### src/hdl/rtt_pkg.sv
// ----------------------------------------------------------------------------
// rtt_pkg
// Shared widths, codes and types for the request tag tracker.
// ----------------------------------------------------------------------------
package rtt_pkg;

   localparam int ACTION_W     = 2;
   localparam int METHOD_W     = 8;
   localparam int TAG_W        = 8;
   localparam int LEN_W        = 32;
   localparam int KIND_W       = 8;
   localparam int STATUS_W     = 3;

   localparam int TAG_SLOTS    = 256;
   localparam int GROUP_W      = 16;
   localparam int NUM_GROUPS   = TAG_SLOTS / GROUP_W;
   localparam int GIDX_W       = $clog2(GROUP_W);
   localparam int GSEL_W       = TAG_W - GIDX_W;

   localparam int NUM_TAGS_DEF = 256;
   localparam int HEADER_BYTES = 8;

   typedef enum logic [ACTION_W-1:0] {
      ACT_SEND    = 2'd0,
      ACT_HEADER  = 2'd1,
      ACT_PAYLOAD = 2'd2,
      ACT_NONE    = 2'd3
   } action_type;

   typedef enum logic [STATUS_W-1:0] {
      STAT_OK          = 3'd0,
      STAT_TABLE_FULL  = 3'd1,
      STAT_UNKNOWN_TAG = 3'd2,
      STAT_TOO_LONG    = 3'd3,
      STAT_PENDING     = 3'd4,
      STAT_OVERRUN     = 3'd5
   } status_type;

   typedef enum logic [1:0] {
      S_IDLE,
      S_EXEC,
      S_SETTLE,
      S_SETTLE2
   } state_type;

   typedef struct packed {
      logic             set_en;
      logic             clr_en;
      logic [TAG_W-1:0] tag;
   } tag_upd_type;

   typedef struct packed {
      logic             found;
      logic [TAG_W-1:0] tag;
   } free_info_type;

endpackage

### src/hdl/rtt_tag_alloc.sv
// ----------------------------------------------------------------------------
// rtt_tag_alloc
// Tag busy bits with a two-stage registered search for the lowest free tag.
// ----------------------------------------------------------------------------
module rtt_tag_alloc #(
   parameter int NUM_TAGS = rtt_pkg::NUM_TAGS_DEF
) (
   input  logic                         clock,
   input  logic                         reset,
   input  rtt_pkg::tag_upd_type         upd,
   input  logic [rtt_pkg::TAG_W-1:0]    query_tag,
   output logic                         query_known,
   output rtt_pkg::free_info_type       free_info
);
   import rtt_pkg::*;

   localparam int TagIdxW = $clog2(NUM_TAGS);

   logic [NUM_TAGS-1:0]   busy_ff;
   logic [TAG_SLOTS-1:0]  free_vec;

   logic [NUM_GROUPS-1:0] grp_any_in;
   logic [NUM_GROUPS-1:0] grp_any_ff;
   logic [GIDX_W-1:0]     grp_idx_in [NUM_GROUPS];
   logic [GIDX_W-1:0]     grp_idx_ff [NUM_GROUPS];
   free_info_type         free_in;
   free_info_type         free_ff;

   always_ff @(posedge clock) begin
      if (reset) begin
         busy_ff <= '0;
      end else begin
         if (upd.set_en) begin
            busy_ff[upd.tag[TagIdxW-1:0]] <= 1'b1;
         end
         if (upd.clr_en) begin
            busy_ff[upd.tag[TagIdxW-1:0]] <= 1'b0;
         end
      end
   end

   for (genvar g = 0; g < TAG_SLOTS; g++) begin : g_free
      if (g < NUM_TAGS) begin : g_live
         assign free_vec[g] = ~busy_ff[g];
      end else begin : g_pad
         assign free_vec[g] = 1'b0;
      end
   end

   always_comb begin
      for (int g = 0; g < NUM_GROUPS; g++) begin
         grp_any_in[g] = |free_vec[g*GROUP_W +: GROUP_W];
         grp_idx_in[g] = '0;
         for (int j = GROUP_W - 1; j >= 0; j--) begin
            if (free_vec[g*GROUP_W + j]) begin
               grp_idx_in[g] = GIDX_W'(j);
            end
         end
      end
   end

   always_comb begin
      free_in = '0;
      for (int g = NUM_GROUPS - 1; g >= 0; g--) begin
         if (grp_any_ff[g]) begin
            free_in.found = 1'b1;
            free_in.tag   = {GSEL_W'(g), grp_idx_ff[g]};
         end
      end
   end

   always_ff @(posedge clock) begin
      if (reset) begin
         grp_any_ff <= '0;
         free_ff    <= '0;
      end else begin
         grp_any_ff <= grp_any_in;
         free_ff    <= free_in;
      end
   end

   always_ff @(posedge clock) begin
      for (int g = 0; g < NUM_GROUPS; g++) begin
         grp_idx_ff[g] <= grp_idx_in[g];
      end
   end

   assign free_info   = free_ff;
   assign query_known = ({1'b0, query_tag} < (TAG_W + 1)'(NUM_TAGS))
                        && busy_ff[query_tag[TagIdxW-1:0]];

endmodule

### config.mk
export PLATFORM = sky130hd
export DESIGN_NAME = rtt_tag_alloc
export DESIGN_NICKNAME = d
export VERILOG_FILES = /design/src/hdl/rtt_pkg.sv /design/src/hdl/rtt_tag_alloc.sv
export SDC_FILE = /design/constraint.sdc
export NUM_CORES = 1
export LEC_CHECK = 0
export ABC_CLOCK_PERIOD_IN_PS = 2950
export CAP_MARGIN = 20
export CORE_ASPECT_RATIO = 0.5
export CORE_MARGIN = 1.5
export CORE_UTILIZATION = 59
export DETAILED_ROUTE_END_ITERATION = 8
export DONT_BUFFER_PORTS = 1
export MAX_ROUTING_LAYER = met4
export PLACE_DENSITY = 0.74
export SLEW_MARGIN = 20
export SYNTH_ARGS = -nofsm -noshare
export SYNTH_HDL_FRONTEND = slang
export SYNTH_SLANG_ARGS = --single-unit
### constraint.sdc
create_clock -name clock -period 2.95 [get_ports clock]
set_input_delay 0.1475 -clock clock [delete_from_list [all_inputs] [get_ports clock]]
set_output_delay 0.1475 -clock clock [all_outputs]
set_load 0.02 [all_outputs]
==> reports/results.env <==
POWER.SHARE.SEQUENTIAL=0.510
CLK-INSERTION-DELAY-LATE_PS=590
LEADING_POST_SYNTHESIS_CELLS_BY_CELL_AREA='sky130_fd_sc_hd__dfxtp_1, sky130_fd_sc_hd__a211oi_1, sky130_fd_sc_hd__a21oi_1'
GLOBALROUTETOTALUTIL=0.382
CRIT_PATH_END_KIND='output pin'
SIMPLE_GATE_SHARE_OF_THE_SYNTHESIZED_AREA=0.115
PORT-BUFFER-COUNT=0
CRITICAL_PATH_CLASS='flip-flop to output pin'
RESULT_OF_THE_RUN='finished clean'
FIRST_PASS_GRT_WIRE_LENGTH_MM=82.5
REMAINING_DRC_ERRORS=0
SYNTH_SEQ_AREA_SHARE=0.425
SYNTH-SEQ-CELLS=345
TIMING.RR.START='grp_any_ff[14]'
NUMCLOCKSINKS=345
POWER.DENSITY_nW_PER_UM2=493
IO_PINS=30
ROUTE.ANTENNA.REMAINING_NETS=0
P_INT_uW=7050
PLACE.DETAILED.INSTANCES=2115
POST-PLACE-WS_PS=531
POWER.LEAKAGE_uW=0.00604
SYNTH.DISTINCT_CELLS=52
FINALMAXSLEWVIOLATIONS=0
LAYOUT.NETS=1934
FIRST_GLOBAL_VIAS=14600
CTS-ROOT-TO-SINK-BUFFERS=3
STARTPOINT='busy_ff[230]'
FINALSETUPVIOLCOUNT=0
WORST_CLOCK_SKEW_PS=10.5
POST-SYNTH-TOP-AREA-FRACTION=0.425
CRIT_PATH_CELL_TRACE='mux4_1 -> mux2_2 -> a22oi_1 -> nand2_1 -> a41oi_4 -> a21oi_1 -> a211o_1'
CTS_BUFFERS=30
FINAL-INSTANCE-COUNT-EXCL-FILL=2289
START_UTIL=0.608
DRT_FIRST_ITER_VIOLATIONS=1946
POST_SYNTH_XOR_AREA_FRACTION=0
DRT-TOTAL-WL_MM=54.2
TIGHTEST_SLEW_PS=1110
MAX_SLEW_MARGIN=0.260
PWR-SHARE-COMB=0.047
GRT_REMAINING_OVERFLOW=0
CTS_TREE='yes'
DESIGN.CORE.AREA_UM2=26700
SYNTH_NETS=1883
HOLDCRITPATHCLASS='input port to flip-flop'
MAXIMUM_NUMBER_OF_PINS_ON_ONE_NET_BEFORE_GLOBAL_ROUTE_REPAIR=160
SYNTHESIS.AREA_UM2=16300
WORST-R2R-SETUP-SLACK_PS=80
SYNTHARSTFLOPSHARE=0
WORST-ENDPOINT-REQUIRED_PS=2800
AVERAGE_DETAILED_ROUTED_WIRE_LENGTH_PER_INSTANCE_UM=23.7
MAXCAPVIOLATIONS=0
SYNTH_FF_TYPE='sky130_fd_sc_hd__dfxtp_1'
ROUTE.DETAILED.VIAS_PER_INST=6.90
WORSTPATHARRIVAL_PS=2760
SYNTH_TOP_FAMILY_BY_AREA='compound AO/OA/AOI/OAI gates'
R2R_END='free_info[1]'
MEAN_SYN_CELL_AREA_UM2=8.73
PLACER_CONGESTION=1.00
CTS_ROOT_BUF='sky130_fd_sc_hd__clkbuf_16'
SYNTH_TOP_CELL_BY_AREA='sky130_fd_sc_hd__dfxtp_1'
WORSTREGTOREGCELLS=8
FLOORPLAN.DIE.WIDTH_UM=238
SYNTH.YOSYS.WARNINGS=0
VIA_COUNT=15800
SYNTH_EDF_COUNT=0
SETUP_TOTAL_NEGATIVE_SLACK_PS=0
POST-CTS-SETUP-BUFFERS=0
AREA_GROWTH_SYN_TO_LAYOUT_PCT=15.6
INSERTEDDIODECOUNT=0
TIMING.FMAX_MHz=344
CRITICAL_PATH.ENDPOINT='query_known'
SYNTHCELLS=1863
DP_HPWL_MM=32.4
CTSHTREEMAXLEVEL=1
POST_ROUTE_CELLS_DRIVE_ABOVE_1_SHARE=0.0878
HOLD_SLACK_PS=45.2
PERIOD_SHARE=0.986
SYNTH_COMPOUND_GATE_AREA_SHARE=0.311
CLK_PIN_SLEW_WORST_PATHS_PS=70
NETSWITCHINGFRACTION=0.239
WORST_PATH_SETUP_SLACK_AFTER_ROUTING_PS=40.3
MIN_CYCLE_TIME_LAYOUT_PS=2910
TIMING.CRITICAL_PATH.FANOUT_MAX=5
SYNTH_ADDER_AREA_SHARE=0
CP_SLOWEST_CELL='sky130_fd_sc_hd__mux4_1'
PWR-SHARE-CLK=0.443
CRITICAL-PATH-MAX-STAGE-DELAY_PS=500
SHARE_OF_CELL_AREA_TAKEN_BY_MUXES_AFTER_SYNTHESIS=0.0939
DIE_H_UM=120
IRDROPWORSTVDD_V=0.000429
DRT_PASS1_ITERATIONS=6
NET_SWITCHING_POWER_FIGURE_uW=2210
ANTENNA_FOUND_INITIAL=0
CRITICAL_PATH.STARTPOINT_TYPE='flip-flop'
TIMING_HOLD_VIOLATIONS_FINAL=0
NUM_ROWS=42
HOLD_PATH_DEPTH=4
FLOORPLAN.DIE_AREA_UM2=28600
power groups by stage:
stage	Sequential [µW]	Clock, µW	Combinational (µW)
2_1_floorplan	4810	0	345
3_3_place_gp	4830	0	351
3_5_place_dp	4830	0	356
4_1_cts	4720	4090	412
5_1_grt	4720	4290	447
6_report	4720	4110	434
per-stage QoR:
stage / power [µW] / instance area, µm² / utilization
floorplan: 5150 / 16300 / -
global placement: 5180 / 16500 / 0.617
detailed placement: 5190 / 16500 / 0.617
CTS: 9220 / 18700 / 0.701
global route: 9460 / 18800 / 0.703
finish: 9270 / 18800 / 0.703
per-layer routing:
layer	wire (µm)	track usage	part of all wire	vias up
li1	-	-	-	7201
met1	22200	0.509	0.41	7474
met2	23100	0.561	0.43	946
met3	6510	0.0966	0.12	179
met4	2280	0.145	0.042	0
met5	0	-	0	-
logic make-up after synthesis:
group                  after synthesis
AO/OA/AOI/OAI                      808
flip-flops                         345
AND/OR/NAND/NOR                    386
buffers and inverters              221
multiplexers                       103
cells in the mapped netlist (9+ instances only):
library cell,number
sky130_fd_sc_hd__nand2_1,91
sky130_fd_sc_hd__nand4_1,49
sky130_fd_sc_hd__mux4_1,10
sky130_fd_sc_hd__mux4_2,26
sky130_fd_sc_hd__nor2b_1,25
sky130_fd_sc_hd__nand3_1,23
sky130_fd_sc_hd__a21boi_0,32
sky130_fd_sc_hd__buf_2,10
sky130_fd_sc_hd__nor3_1,49
sky130_fd_sc_hd__o21ai_0,77
sky130_fd_sc_hd__nor2_1,105
sky130_fd_sc_hd__a21oi_1,304
sky130_fd_sc_hd__o211ai_1,18
sky130_fd_sc_hd__a31oi_1,49
sky130_fd_sc_hd__inv_1,74
sky130_fd_sc_hd__o22ai_1,31
sky130_fd_sc_hd__nand2b_1,9
sky130_fd_sc_hd__mux2i_1,61
sky130_fd_sc_hd__a211oi_1,260
sky130_fd_sc_hd__dfxtp_1,345
sky130_fd_sc_hd__clkbuf_1,125
worst max-delay path, delay by kind of cell (launching register included):
kind            cells  cell delay, ps
flops               1             350
mux                 2             780
simple gates        1             120
compound gates      4             930
final cells by class:
type	count	area, µm²
Sequential cell	345	6920
Timing Repair Buffer	166	1560
Clock buffer	41	862
Multi-Input combinational cell	1297	8590
Inverter	74	278
Tap cell	352	440
Clock inverter	14	149
Fill cell	2016	7950
how the worst min path moves through the flow:
stage                start      endpoint
global route        upd[2]   busy_ff[98]
detailed placement   reset   busy_ff[34]
global placement     reset   busy_ff[34]
finish              upd[2]  busy_ff[114]
floorplan           upd[3]  busy_ff[144]
CTS                 upd[2]  busy_ff[114]
cells in the final DEF, fill, tap and decap left out, drive strengths merged, types with 6 or more instances in the layout:
cell	Yosys	layout
mux2i	61	61
a221oi	6	6
o22ai	31	31
nor2b	25	25
dfxtp	345	345
nor4	8	8
o21ai	77	77
a21boi	32	32
mux4	36	36
mux2	6	6
nand3b	8	8
inv	74	74
dlygate4sd3	0	118
clkinv	0	11
clkbuf	126	41
nor2	105	105
nand2	91	91
o211ai	18	18
a21oi	304	304
nand2b	9	9
a22oi	7	7
nand3	23	23
a31oi	49	49
nand4	49	49
nor3	49	49
a211oi	260	260
buf	21	48
flip-flops by register name, summed over array words and instances, names as in the netlist:
| register | count |
|---|---|
| free_info | 9 |
| grp_idx_ff | 64 |
| grp_any_ff | 16 |
| busy_ff | 256 |
what timing repair did:
| action | 4_1_cts | 5_1_grt |
|---|---|---|
| setup endpoints to repair | 1 | 1 |
| hold endpoints to repair | 281 | 0 |
| hold buffers | 119 | 0 |
| gates cloned | 0 | 0 |
| gates resized for setup | 2 | 14 |
| pin swaps | 0 | 4 |
Note: power is estimated with default switching activity, not from simulation.
